[src/sv/pixel_brightness_contrast_defines.svh]
// ----------------------------------------------------------------------------
// pixel_brightness_contrast_defines
// assertion helpers shared by the brightness/contrast block
// ----------------------------------------------------------------------------
`ifndef PIXEL_BRIGHTNESS_CONTRAST_DEFINES_SVH
`define PIXEL_BRIGHTNESS_CONTRAST_DEFINES_SVH

// same-cycle implication, clocked on clk, off while in reset
`define PBC_ASSERT_NOW(lbl, ante, cons, msg) \
  lbl: assert property (@(posedge clk) disable iff (!rst_n) (ante) |-> (cons)) \
    else $error(msg);

// next-cycle implication, clocked on clk, off while in reset
`define PBC_ASSERT_NEXT(lbl, ante, cons, msg) \
  lbl: assert property (@(posedge clk) disable iff (!rst_n) (ante) |=> (cons)) \
    else $error(msg);

`endif

[src/sv/pbc_pkg.sv]
// ----------------------------------------------------------------------------
// pbc_pkg
// shared types and constants of the brightness/contrast block
// ----------------------------------------------------------------------------
package pbc_pkg;

  localparam int PIX_W          = 8;
  localparam int GAIN_FRAC_BITS = 16;
  localparam int GAIN_W         = 24;
  localparam int CFG_IDX_W      = 2;
  localparam int CFG_DATA_W     = 9;

  // 259*(c+255) peaks at 132090, 255*(259-c) at 131070
  localparam int NUM_BASE_W = 18;
  localparam int DEN_W      = 17;
  localparam int NUM_W      = NUM_BASE_W + GAIN_FRAC_BITS;
  localparam int CNT_W      = $clog2(NUM_W + 1);
  localparam int PROD_W     = GAIN_W + PIX_W;
  localparam int QM_W       = PROD_W + 1 - GAIN_FRAC_BITS;

  localparam logic [GAIN_W-1:0] GAIN_ONE = GAIN_W'(1) << GAIN_FRAC_BITS;
  localparam logic [GAIN_W-1:0] GAIN_MAX = {GAIN_W{1'b1}};

  typedef enum logic [CFG_IDX_W-1:0] {
    REG_BRIGHTNESS   = 2'd0,
    REG_CONTRAST     = 2'd1,
    REG_CHANNEL_MODE = 2'd2
  } cfg_idx_t;

  typedef enum logic [1:0] {
    MODE_ALL   = 2'd0,
    MODE_RED   = 2'd1,
    MODE_GREEN = 2'd2,
    MODE_BLUE  = 2'd3
  } chan_mode_t;

  typedef struct packed {
    logic [PIX_W-1:0] r;
    logic [PIX_W-1:0] g;
    logic [PIX_W-1:0] b;
    logic [PIX_W-1:0] a;
  } pix_t;

  typedef struct packed {
    logic              busy;
    logic [GAIN_W-1:0] gain;
  } gain_stat_t;

endpackage

[src/sv/pbc_in_if.sv]
// ----------------------------------------------------------------------------
// pbc_in_if
// pixel request channel into the block
// ----------------------------------------------------------------------------
interface pbc_in_if;
  import pbc_pkg::*;

  logic             valid;
  logic             ready;
  logic [PIX_W-1:0] red_in;
  logic [PIX_W-1:0] green_in;
  logic [PIX_W-1:0] blue_in;
  logic [PIX_W-1:0] alpha_in;

  modport source (output valid, output red_in, output green_in, output blue_in,
                  output alpha_in, input ready);
  modport sink   (input valid, input red_in, input green_in, input blue_in,
                  input alpha_in, output ready);
endinterface

[src/sv/pbc_out_if.sv]
// ----------------------------------------------------------------------------
// pbc_out_if
// adjusted pixel channel out of the block
// ----------------------------------------------------------------------------
interface pbc_out_if;
  import pbc_pkg::*;

  logic             valid;
  logic             ready;
  logic [PIX_W-1:0] red_out;
  logic [PIX_W-1:0] green_out;
  logic [PIX_W-1:0] blue_out;
  logic [PIX_W-1:0] alpha_out;

  modport source (output valid, output red_out, output green_out, output blue_out,
                  output alpha_out, input ready);
  modport sink   (input valid, input red_out, input green_out, input blue_out,
                  input alpha_out, output ready);
endinterface

[src/sv/pbc_cfg_if.sv]
// ----------------------------------------------------------------------------
// pbc_cfg_if
// register write channel
// ----------------------------------------------------------------------------
interface pbc_cfg_if;
  import pbc_pkg::*;

  logic                  valid;
  logic                  ready;
  logic [CFG_IDX_W-1:0]  index;
  logic [CFG_DATA_W-1:0] data;

  modport source (output valid, output index, output data, input ready);
  modport sink   (input valid, input index, input data, output ready);
endinterface

[src/sv/pixel_brightness_contrast.sv]
// ----------------------------------------------------------------------------
// pixel_brightness_contrast
// brightness and contrast adjustment of an RGBA pixel stream
//
// usage:
//   in_px  : one RGBA pixel per request, taken when valid and ready are high
//   out_px : one adjusted pixel per request, alpha copied through
//   cfg_wr : register writes, 0 brightness, 1 contrast, 2 channel mode;
//            index 3 is ignored
// path: a pixel taken goes into the input register, then into the result
//   register, which drives out_px
// throughput: one pixel per cycle unless out_px stalls or a gain update runs;
//   the result register frees the input register while the receiver drains it
// stall: if out_px is held off, the input register keeps one more pixel,
//   then in_px.ready drops until the result register empties
// contrast write: the gain is refreshed by a bit-serial divider; in_px and
//   cfg_wr are not ready meanwhile
// reset: synchronous, active low; both stages empty, registers zero,
//   gain set to one
// ----------------------------------------------------------------------------
`include "pixel_brightness_contrast_defines.svh"

module pixel_brightness_contrast (
  input  logic       clk,
  input  logic       rst_n,
  pbc_in_if.sink     in_px,
  pbc_out_if.source  out_px,
  pbc_cfg_if.sink    cfg_wr
);
  import pbc_pkg::*;

  // configuration
  logic [8:0]   brightness_r, brightness_nxt;
  chan_mode_t   mode_r, mode_nxt;
  logic         cfg_acc;
  logic         gain_start;
  gain_stat_t   gain_st;

  // pipeline
  pix_t         s1_r;
  logic         s1_vld_r, s1_vld_nxt;
  pix_t         out_r, out_nxt;
  logic         out_vld_r, out_vld_nxt;
  logic         adv;
  logic         in_acc;
  logic         sel_r, sel_g, sel_b;
  logic [PIX_W-1:0] adj_r, adj_g, adj_b;

  // ---------------- register writes ----------------
  assign cfg_wr.ready = !gain_st.busy;
  assign cfg_acc      = cfg_wr.valid && cfg_wr.ready;

  always_comb begin
    brightness_nxt = brightness_r;
    mode_nxt       = mode_r;
    gain_start     = 1'b0;
    if (cfg_acc) begin
      case (cfg_idx_t'(cfg_wr.index))
        REG_BRIGHTNESS:   brightness_nxt = cfg_wr.data;
        REG_CONTRAST:     gain_start     = 1'b1;
        REG_CHANNEL_MODE: mode_nxt       = chan_mode_t'(cfg_wr.data[1:0]);
        default: ;
      endcase
    end
  end

  always_ff @(posedge clk) begin
    if (!rst_n) begin
      brightness_r <= '0;
      mode_r       <= MODE_ALL;
    end else begin
      brightness_r <= brightness_nxt;
      mode_r       <= mode_nxt;
    end
  end

  // gain is recomputed on every contrast write
  pbc_gain_div u_gain_div (
    .clk      (clk),
    .rst_n    (rst_n),
    .start    (gain_start),
    .contrast (cfg_wr.data),
    .stat     (gain_st)
  );

  // ---------------- handshake ----------------
  // the pipe moves whenever the result register is empty or being drained
  assign adv         = !out_vld_r || out_px.ready;
  assign in_px.ready = !gain_st.busy && (!s1_vld_r || adv);
  assign in_acc      = in_px.valid && in_px.ready;

  // ---------------- channel select ----------------
  always_comb begin
    sel_r = 1'b0;
    sel_g = 1'b0;
    sel_b = 1'b0;
    case (mode_r)
      MODE_ALL: begin
        sel_r = 1'b1;
        sel_g = 1'b1;
        sel_b = 1'b1;
      end
      MODE_RED:   sel_r = 1'b1;
      MODE_GREEN: sel_g = 1'b1;
      MODE_BLUE:  sel_b = 1'b1;
      default: ;
    endcase
  end

  pbc_chan_adj u_adj_r (
    .pix_in     (s1_r.r),
    .brightness (brightness_r),
    .gain       (gain_st.gain),
    .pix_out    (adj_r)
  );

  pbc_chan_adj u_adj_g (
    .pix_in     (s1_r.g),
    .brightness (brightness_r),
    .gain       (gain_st.gain),
    .pix_out    (adj_g)
  );

  pbc_chan_adj u_adj_b (
    .pix_in     (s1_r.b),
    .brightness (brightness_r),
    .gain       (gain_st.gain),
    .pix_out    (adj_b)
  );

  // ---------------- pipeline registers ----------------
  always_comb begin
    s1_vld_nxt  = in_acc || (s1_vld_r && !adv);
    out_vld_nxt = adv ? s1_vld_r : out_vld_r;

    // zero alpha passes the pixel untouched
    out_nxt = s1_r;
    if (s1_r.a != '0) begin
      if (sel_r) out_nxt.r = adj_r;
      if (sel_g) out_nxt.g = adj_g;
      if (sel_b) out_nxt.b = adj_b;
    end
  end

  always_ff @(posedge clk) begin
    if (!rst_n) begin
      s1_vld_r  <= 1'b0;
      out_vld_r <= 1'b0;
    end else begin
      s1_vld_r  <= s1_vld_nxt;
      out_vld_r <= out_vld_nxt;
    end
  end

  always_ff @(posedge clk) begin
    if (in_acc) begin
      s1_r.r <= in_px.red_in;
      s1_r.g <= in_px.green_in;
      s1_r.b <= in_px.blue_in;
      s1_r.a <= in_px.alpha_in;
    end
    if (adv) begin
      out_r <= out_nxt;
    end
  end

  assign out_px.valid     = out_vld_r;
  assign out_px.red_out   = out_r.r;
  assign out_px.green_out = out_r.g;
  assign out_px.blue_out  = out_r.b;
  assign out_px.alpha_out = out_r.a;

  // ---------------- assertions ----------------
  `PBC_ASSERT_NOW(a_no_pix_while_div, in_acc, !gain_st.busy,
                  "pixel taken during gain update")
  `PBC_ASSERT_NEXT(a_div_starts, cfg_acc && (cfg_wr.index == REG_CONTRAST), gain_st.busy,
                   "contrast write did not start divider")
  `PBC_ASSERT_NOW(a_cfg_held, gain_st.busy, !cfg_wr.ready,
                  "write port open during gain update")
  `PBC_ASSERT_NEXT(a_alpha_pass, adv && s1_vld_r && (s1_r.a == '0), out_r == $past(s1_r),
                   "zero-alpha pixel altered")

endmodule

[src/sv/pbc_gain_div.sv]
// ----------------------------------------------------------------------------
// pbc_gain_div
// contrast gain: restoring divider, one quotient bit per cycle
// ----------------------------------------------------------------------------
module pbc_gain_div (
  input  logic                           clk,
  input  logic                           rst_n,
  input  logic                           start,
  input  logic [pbc_pkg::CFG_DATA_W-1:0] contrast,
  output pbc_pkg::gain_stat_t            stat
);
  import pbc_pkg::*;

  logic                    busy_r, busy_nxt;
  logic [CNT_W-1:0]        cnt_r, cnt_nxt;
  logic [DEN_W-1:0]        rem_r, rem_nxt;
  logic [NUM_W-1:0]        quo_r, quo_nxt;
  logic [DEN_W-1:0]        den_r, den_nxt;
  logic [GAIN_W-1:0]       gain_r, gain_nxt;

  logic signed [9:0]       c_ext;
  logic [8:0]              c_plus;
  logic [9:0]              c_minus;
  logic [NUM_BASE_W-1:0]   num_base;
  logic [DEN_W:0]          trial;
  logic [DEN_W:0]          diff;
  logic                    q_bit;

  always_comb begin
    // the one pattern below range is taken as -255
    if (contrast == 9'h100) begin
      c_ext = -10'sd255;
    end else begin
      c_ext = {contrast[8], contrast};
    end
    c_plus   = 9'(c_ext + 10'sd255);
    c_minus  = 10'(10'sd259 - c_ext);
    num_base = NUM_BASE_W'(c_plus) * NUM_BASE_W'(259);

    trial = {rem_r, quo_r[NUM_W-1]};
    diff  = trial - {1'b0, den_r};
    q_bit = (trial >= {1'b0, den_r});

    busy_nxt = busy_r;
    cnt_nxt  = cnt_r;
    rem_nxt  = rem_r;
    quo_nxt  = quo_r;
    den_nxt  = den_r;
    gain_nxt = gain_r;

    if (start) begin
      busy_nxt = 1'b1;
      cnt_nxt  = '0;
      rem_nxt  = '0;
      quo_nxt  = {num_base, {GAIN_FRAC_BITS{1'b0}}};
      den_nxt  = DEN_W'(c_minus) * DEN_W'(255);
    end else if (busy_r) begin
      if (cnt_r == CNT_W'(NUM_W)) begin
        busy_nxt = 1'b0;
        if (quo_r[NUM_W-1:GAIN_W] != '0) begin
          gain_nxt = GAIN_MAX;
        end else begin
          gain_nxt = quo_r[GAIN_W-1:0];
        end
      end else begin
        cnt_nxt = cnt_r + CNT_W'(1);
        rem_nxt = q_bit ? diff[DEN_W-1:0] : trial[DEN_W-1:0];
        quo_nxt = {quo_r[NUM_W-2:0], q_bit};
      end
    end
  end

  always_ff @(posedge clk) begin
    if (!rst_n) begin
      busy_r <= 1'b0;
      cnt_r  <= '0;
      gain_r <= GAIN_ONE;
    end else begin
      busy_r <= busy_nxt;
      cnt_r  <= cnt_nxt;
      gain_r <= gain_nxt;
    end
  end

  always_ff @(posedge clk) begin
    rem_r <= rem_nxt;
    quo_r <= quo_nxt;
    den_r <= den_nxt;
  end

  assign stat.busy = busy_r;
  assign stat.gain = gain_r;

endmodule

[src/sv/pbc_chan_adj.sv]
// ----------------------------------------------------------------------------
// pbc_chan_adj
// one colour channel: brightness offset, clamp, gain about mid-grey, clamp
// ----------------------------------------------------------------------------
module pbc_chan_adj (
  input  logic [pbc_pkg::PIX_W-1:0]  pix_in,
  input  logic [8:0]                 brightness,
  input  logic [pbc_pkg::GAIN_W-1:0] gain,
  output logic [pbc_pkg::PIX_W-1:0]  pix_out
);
  import pbc_pkg::*;

  logic signed [9:0]  sum;
  logic [PIX_W-1:0]   lvl;
  logic               below;
  logic [PIX_W-1:0]   span;
  logic [PROD_W-1:0]  prod;
  logic [PROD_W:0]    prod_up;
  logic [QM_W-1:0]    qm;

  always_comb begin
    sum = $signed({2'b00, pix_in}) + $signed({brightness[8], brightness});
    if (sum < 0) begin
      lvl = '0;
    end else if (sum > 10'sd255) begin
      lvl = 8'd255;
    end else begin
      lvl = sum[7:0];
    end

    below = (lvl < 8'd128);
    span  = below ? 8'(8'd128 - lvl) : 8'(lvl - 8'd128);
    prod  = PROD_W'(gain) * PROD_W'(span);

    // negative side rounds the magnitude up so the signed result floors
    prod_up = {1'b0, prod} + (PROD_W + 1)'({GAIN_FRAC_BITS{1'b1}});
    if (below) begin
      qm = prod_up[PROD_W:GAIN_FRAC_BITS];
    end else begin
      qm = {1'b0, prod[PROD_W-1:GAIN_FRAC_BITS]};
    end

    if (qm > QM_W'(127)) begin
      pix_out = below ? 8'd0 : 8'd255;
    end else if (below) begin
      pix_out = 8'(8'd128 - qm[7:0]);
    end else begin
      pix_out = 8'(8'd128 + qm[7:0]);
    end
  end

endmodule

[src/flat_wrapper.sv]
// flat-port wrapper written by rule: the top's interface ports become plain ports
module pixel_brightness_contrast_flat import pbc_pkg::*;
  (clk, rst_n, in_px_valid, in_px_red_in, in_px_green_in, in_px_blue_in, in_px_alpha_in, in_px_ready, out_px_valid, out_px_red_out, out_px_green_out, out_px_blue_out, out_px_alpha_out, out_px_ready, cfg_wr_valid, cfg_wr_index, cfg_wr_data, cfg_wr_ready);
  pbc_in_if in_px_i ();
  pbc_out_if out_px_i ();
  pbc_cfg_if cfg_wr_i ();
  input  logic clk;
  input  logic rst_n;
  input wire logic [$bits(in_px_i.valid)-1:0] in_px_valid;
  input wire logic [$bits(in_px_i.red_in)-1:0] in_px_red_in;
  input wire logic [$bits(in_px_i.green_in)-1:0] in_px_green_in;
  input wire logic [$bits(in_px_i.blue_in)-1:0] in_px_blue_in;
  input wire logic [$bits(in_px_i.alpha_in)-1:0] in_px_alpha_in;
  output wire logic [$bits(in_px_i.ready)-1:0] in_px_ready;
  output wire logic [$bits(out_px_i.valid)-1:0] out_px_valid;
  output wire logic [$bits(out_px_i.red_out)-1:0] out_px_red_out;
  output wire logic [$bits(out_px_i.green_out)-1:0] out_px_green_out;
  output wire logic [$bits(out_px_i.blue_out)-1:0] out_px_blue_out;
  output wire logic [$bits(out_px_i.alpha_out)-1:0] out_px_alpha_out;
  input wire logic [$bits(out_px_i.ready)-1:0] out_px_ready;
  input wire logic [$bits(cfg_wr_i.valid)-1:0] cfg_wr_valid;
  input wire logic [$bits(cfg_wr_i.index)-1:0] cfg_wr_index;
  input wire logic [$bits(cfg_wr_i.data)-1:0] cfg_wr_data;
  output wire logic [$bits(cfg_wr_i.ready)-1:0] cfg_wr_ready;
  assign in_px_i.valid = in_px_valid;
  assign in_px_i.red_in = in_px_red_in;
  assign in_px_i.green_in = in_px_green_in;
  assign in_px_i.blue_in = in_px_blue_in;
  assign in_px_i.alpha_in = in_px_alpha_in;
  assign in_px_ready = in_px_i.ready;
  assign out_px_valid = out_px_i.valid;
  assign out_px_red_out = out_px_i.red_out;
  assign out_px_green_out = out_px_i.green_out;
  assign out_px_blue_out = out_px_i.blue_out;
  assign out_px_alpha_out = out_px_i.alpha_out;
  assign out_px_i.ready = out_px_ready;
  assign cfg_wr_i.valid = cfg_wr_valid;
  assign cfg_wr_i.index = cfg_wr_index;
  assign cfg_wr_i.data = cfg_wr_data;
  assign cfg_wr_ready = cfg_wr_i.ready;
  pixel_brightness_contrast u_core (.clk(clk), .rst_n(rst_n), .in_px(in_px_i), .out_px(out_px_i), .cfg_wr(cfg_wr_i));
endmodule
[config.mk]
export PLATFORM = sky130hd
export DESIGN_NAME = pixel_brightness_contrast_flat
export DESIGN_NICKNAME = d
export VERILOG_FILES = /design/src/sv/pbc_pkg.sv /design/src/sv/pbc_in_if.sv /design/src/sv/pbc_out_if.sv /design/src/sv/pbc_cfg_if.sv /design/src/sv/pixel_brightness_contrast.sv /design/src/sv/pbc_gain_div.sv /design/src/sv/pbc_chan_adj.sv /design/src/flat_wrapper.sv
export VERILOG_INCLUDE_DIRS = /design/src /design/src/sv
export SDC_FILE = /design/constraint.sdc
export NUM_CORES = 2
export LEC_CHECK = 0
export ABC_AREA = 1
export BUFFER_PORTS_ARGS = -buffer_cell sky130_fd_sc_hd__buf_2
export CORE_UTILIZATION = 40
export DETAILED_ROUTE_END_ITERATION = 16
export GPL_TIMING_DRIVEN = 0
export HOLD_SLACK_MARGIN = 0.08
export SETUP_SLACK_MARGIN = 0.1
export SYNTH_ARGS = -nofsm -noshare
export SYNTH_HDL_FRONTEND = slang
export SYNTH_SLANG_ARGS = --single-unit
[constraint.sdc]
create_clock -name clk -period 24.1 [get_ports clk]
set_clock_uncertainty 0.2 [all_clocks]
set_input_delay 1.205 -clock clk [delete_from_list [all_inputs] [get_ports clk]]
set_output_delay 1.205 -clock clk [all_outputs]
set_load 0.03 [all_outputs]
==> metrics <==
result of the run complete, no violations; Final Hold Fails 0; Gate Count Post-Synth 4845; gpl congestion 0.972; maximum count of clock buffers along a single path 2; PD cells 46.8 nW/um^2; total leakage power 18.7 nW; most area-consuming cells after synthesis fa_1 (26%), nand2_1 (12%), inv_1 (11%), ha_1 (10%), edfxtp_1 (8.7%); Total Power Consumption 1.71 mW; fraction of layout cells with a size suffix above 1 5.93%; final setup violation count 0; Max Used Layer met4; core region area 84000 um^2; die width 294 um; synthesis-to-finish area growth 7.24%; setup repair bufs after CTS 0; most common cell after layout, fill and taps aside nand2_1; flop-to-flop setup slack 13.27 ns; chip height 294 um; timing-limited maximum frequency 92.4 MHz; leading cell types in the layout, fill and taps excluded nand2_1 (1090), inv_1 (1002), nor2_1 (627); standard cell with the maximum stage delay on the critical path fa_1; count of distinct cell types in the synthesized netlist 60; most repeated library cell on the critical path nand2_1; number of synthesized register bits 176; Iteration-0 DRC Markers 2546; dpl ws 13.48 ns; DRC violations left 0; classification of the worst-slack hold path flop to flop; total global routing overflow 0; latest clock arrival within the worst-skew pair 0.48 ns; wire length on met2 46.6 mm; critical path's largest stage delay 0.57 ns; most area-hungry cell type in the Yosys netlist fa_1; number of pins exceeding their max-slew limit in the final report 0; Site Rows 106; wire length of the first global-routing pass 163 mm; wire length on met3 6.08 mm; number of global-route vias before repair 30200; register cell area after layout 4510 um^2; worst voltage drop across the vdd grid 0.0000570 V; number of cells in the design after placement 6062; antenna violation net count after detailed routing 0; I/O Buffers 81; # nets final 5716; area of the die 86400 um^2; Setup TNS 0 ns; vias per std cell 5.06; top-area cell type share of the netlist area 25.9%; starting utilization of the core area 40.6%; DPL Wire Length 86.3 mm; crit path DAT 10.86 ns; data required time of the worst path 24.13 ns; slew at the pin with the worst max-slew slack 1.33 ns; initial antenna violation count 1; cell area after technology mapping 34100 um^2; worst slew slack as a fraction of its limit 11.4%; area taken by multi-input logic gates 25200 um^2; clock period minus final worst setup slack 10.83 ns; max cap viols 0; type of destination of the critical path flop; CTS root buffer clkbuf_16; number of enable-type register cells in the synthesized netlist 99; largest fanout on the critical path 10; Met1 Routed Length 46.8 mm; IO Pins 83; Syn. warnings 0; predominant post-synthesis flop cell edfxtp_1; total global-route track usage 24.1%; clock sinks 176; portion of the post-synthesis area used by sequential elements 13.2%; Largest delay share family, worst path adder cells; final clock period utilization by the worst path 44.9%; Post-Route Hold Slack 0.245 ns; CTS clk-pin slew, worst paths 0.08 ns; largest net degree at the start of global routing 31; mean instance size in the synthesized netlist 7.04 um^2; TritonCTS clock tree yes; total of fill cells in the finished design 8757; average routed wire per standard cell 16.8 um; number of buffers created by CTS 17; level count of the clock H-tree 4; Layout Cells excl Fill 6096; number of buffers inserted for hold repair after clock tree synthesis 0; post-synthesis async set-or-reset flop share 0%; CTS-repair resized insts 0; Total Wirelength 102 mm; launching element type of the critical path flop; Final Worst Setup Slack 13.27 ns; type of the setup path with the least slack flop to flop; number of nets produced by synthesis 5614; DR pass1 iterations 5; via count of the routed design 30900; unrepaired setup endpoints after global routing false; critical path buffer and inverter count 13
## layout make-up
cell class                      count  area share [%]
Timing Repair Buffer               83            1.22
Antenna cell                        2          0.0137
Multi-Input combinational cell   3504            68.9
Inverter                         1046            10.8
Buffer                            119            1.31
Tap cell                         1134            3.88
Sequential cell                   176            12.3
Clock buffer                       18            1.23
Clock inverter                     14           0.376
## path summary, 6_finish.rpt
check                               from                          to  cells past startpoint
setup / recovery  u_core.brightness_r[0]  u_core.out_px.green_out[5]                     51
hold / removal         u_core.out_nxt[1]  u_core.out_px.alpha_out[1]                      0
setup reg to reg  u_core.brightness_r[0]  u_core.out_px.green_out[5]                     51
hold reg to reg        u_core.out_nxt[1]  u_core.out_px.alpha_out[1]                      0
## through the flow
| step | util [%] | cell area (um^2) |
|---|---|---|
| after floorplan | - | 34100 |
| final | 43.6 | 36600 |
| after global routing | 43.5 | 36600 |
| after CTS | 43.5 | 36600 |
| after global placement | 42.8 | 35900 |
| after detailed placement | 42.8 | 36000 |
## cell families after synthesis
group | share of synthesized area [%]
AOI/OAI and AO/OA | 6.97
xor gates and xnor gates | 2.16
adders and majority gates | 36.2
buffers and inverters | 12.9
DFF | 13.2
and+or+nand+nor | 28.5
## cell usage after synthesis (all sizes together) (5+ instances only)
| library cell | instances |
|---|---|
| buf | 18 |
| a21oi | 202 |
| nor4 | 5 |
| xnor2 | 28 |
| nand3 | 252 |
| nor2 | 661 |
| nand4 | 95 |
| nand2 | 1141 |
| nand3b | 19 |
| dfxtp | 77 |
| or2 | 25 |
| nor3 | 50 |
| a21o | 6 |
| o21bai | 8 |
| edfxtp | 99 |
| clkinv | 23 |
| a31oi | 6 |
| xor2 | 56 |
| inv | 1023 |
| o22ai | 22 |
| fa | 441 |
| clkbuf | 101 |
| o21ai | 179 |
| ha | 280 |
## flip-flops by register name (all words and copies together) (netlist names), 2 cells and up
name	flops
u_core.out_px.red_out	8
u_core.out_px.green_out	8
u_core.u_gain_div.cnt_r	6
u_core.out_px.alpha_out	8
u_core.u_gain_div.rem_r	17
u_core.u_gain_div.gain_r	24
u_core.s1_r	24
u_core.out_px.blue_out	8
u_core.out_nxt	8
u_core.u_gain_div.quo_r	34
u_core.mode_r	2
u_core.u_gain_div.den_r	17
u_core.brightness_r	9
## metal layers
layer | track usage [%] | vias up
met4 | 6.94 | 0
li1 | - | 15100
met3 | 2.52 | 127
met2 | 39.7 | 867
met1 | 33.4 | 14800
met5 | 0 | -
## where the power goes
group | switching [mW] | internal [mW] | total, mW
combinational | 0.684 | 0.324 | 1.01
sequential | 0.0252 | 0.393 | 0.418
clock | 0.142 | 0.144 | 0.285
Note: power is estimated with default switching activity, not from simulation.
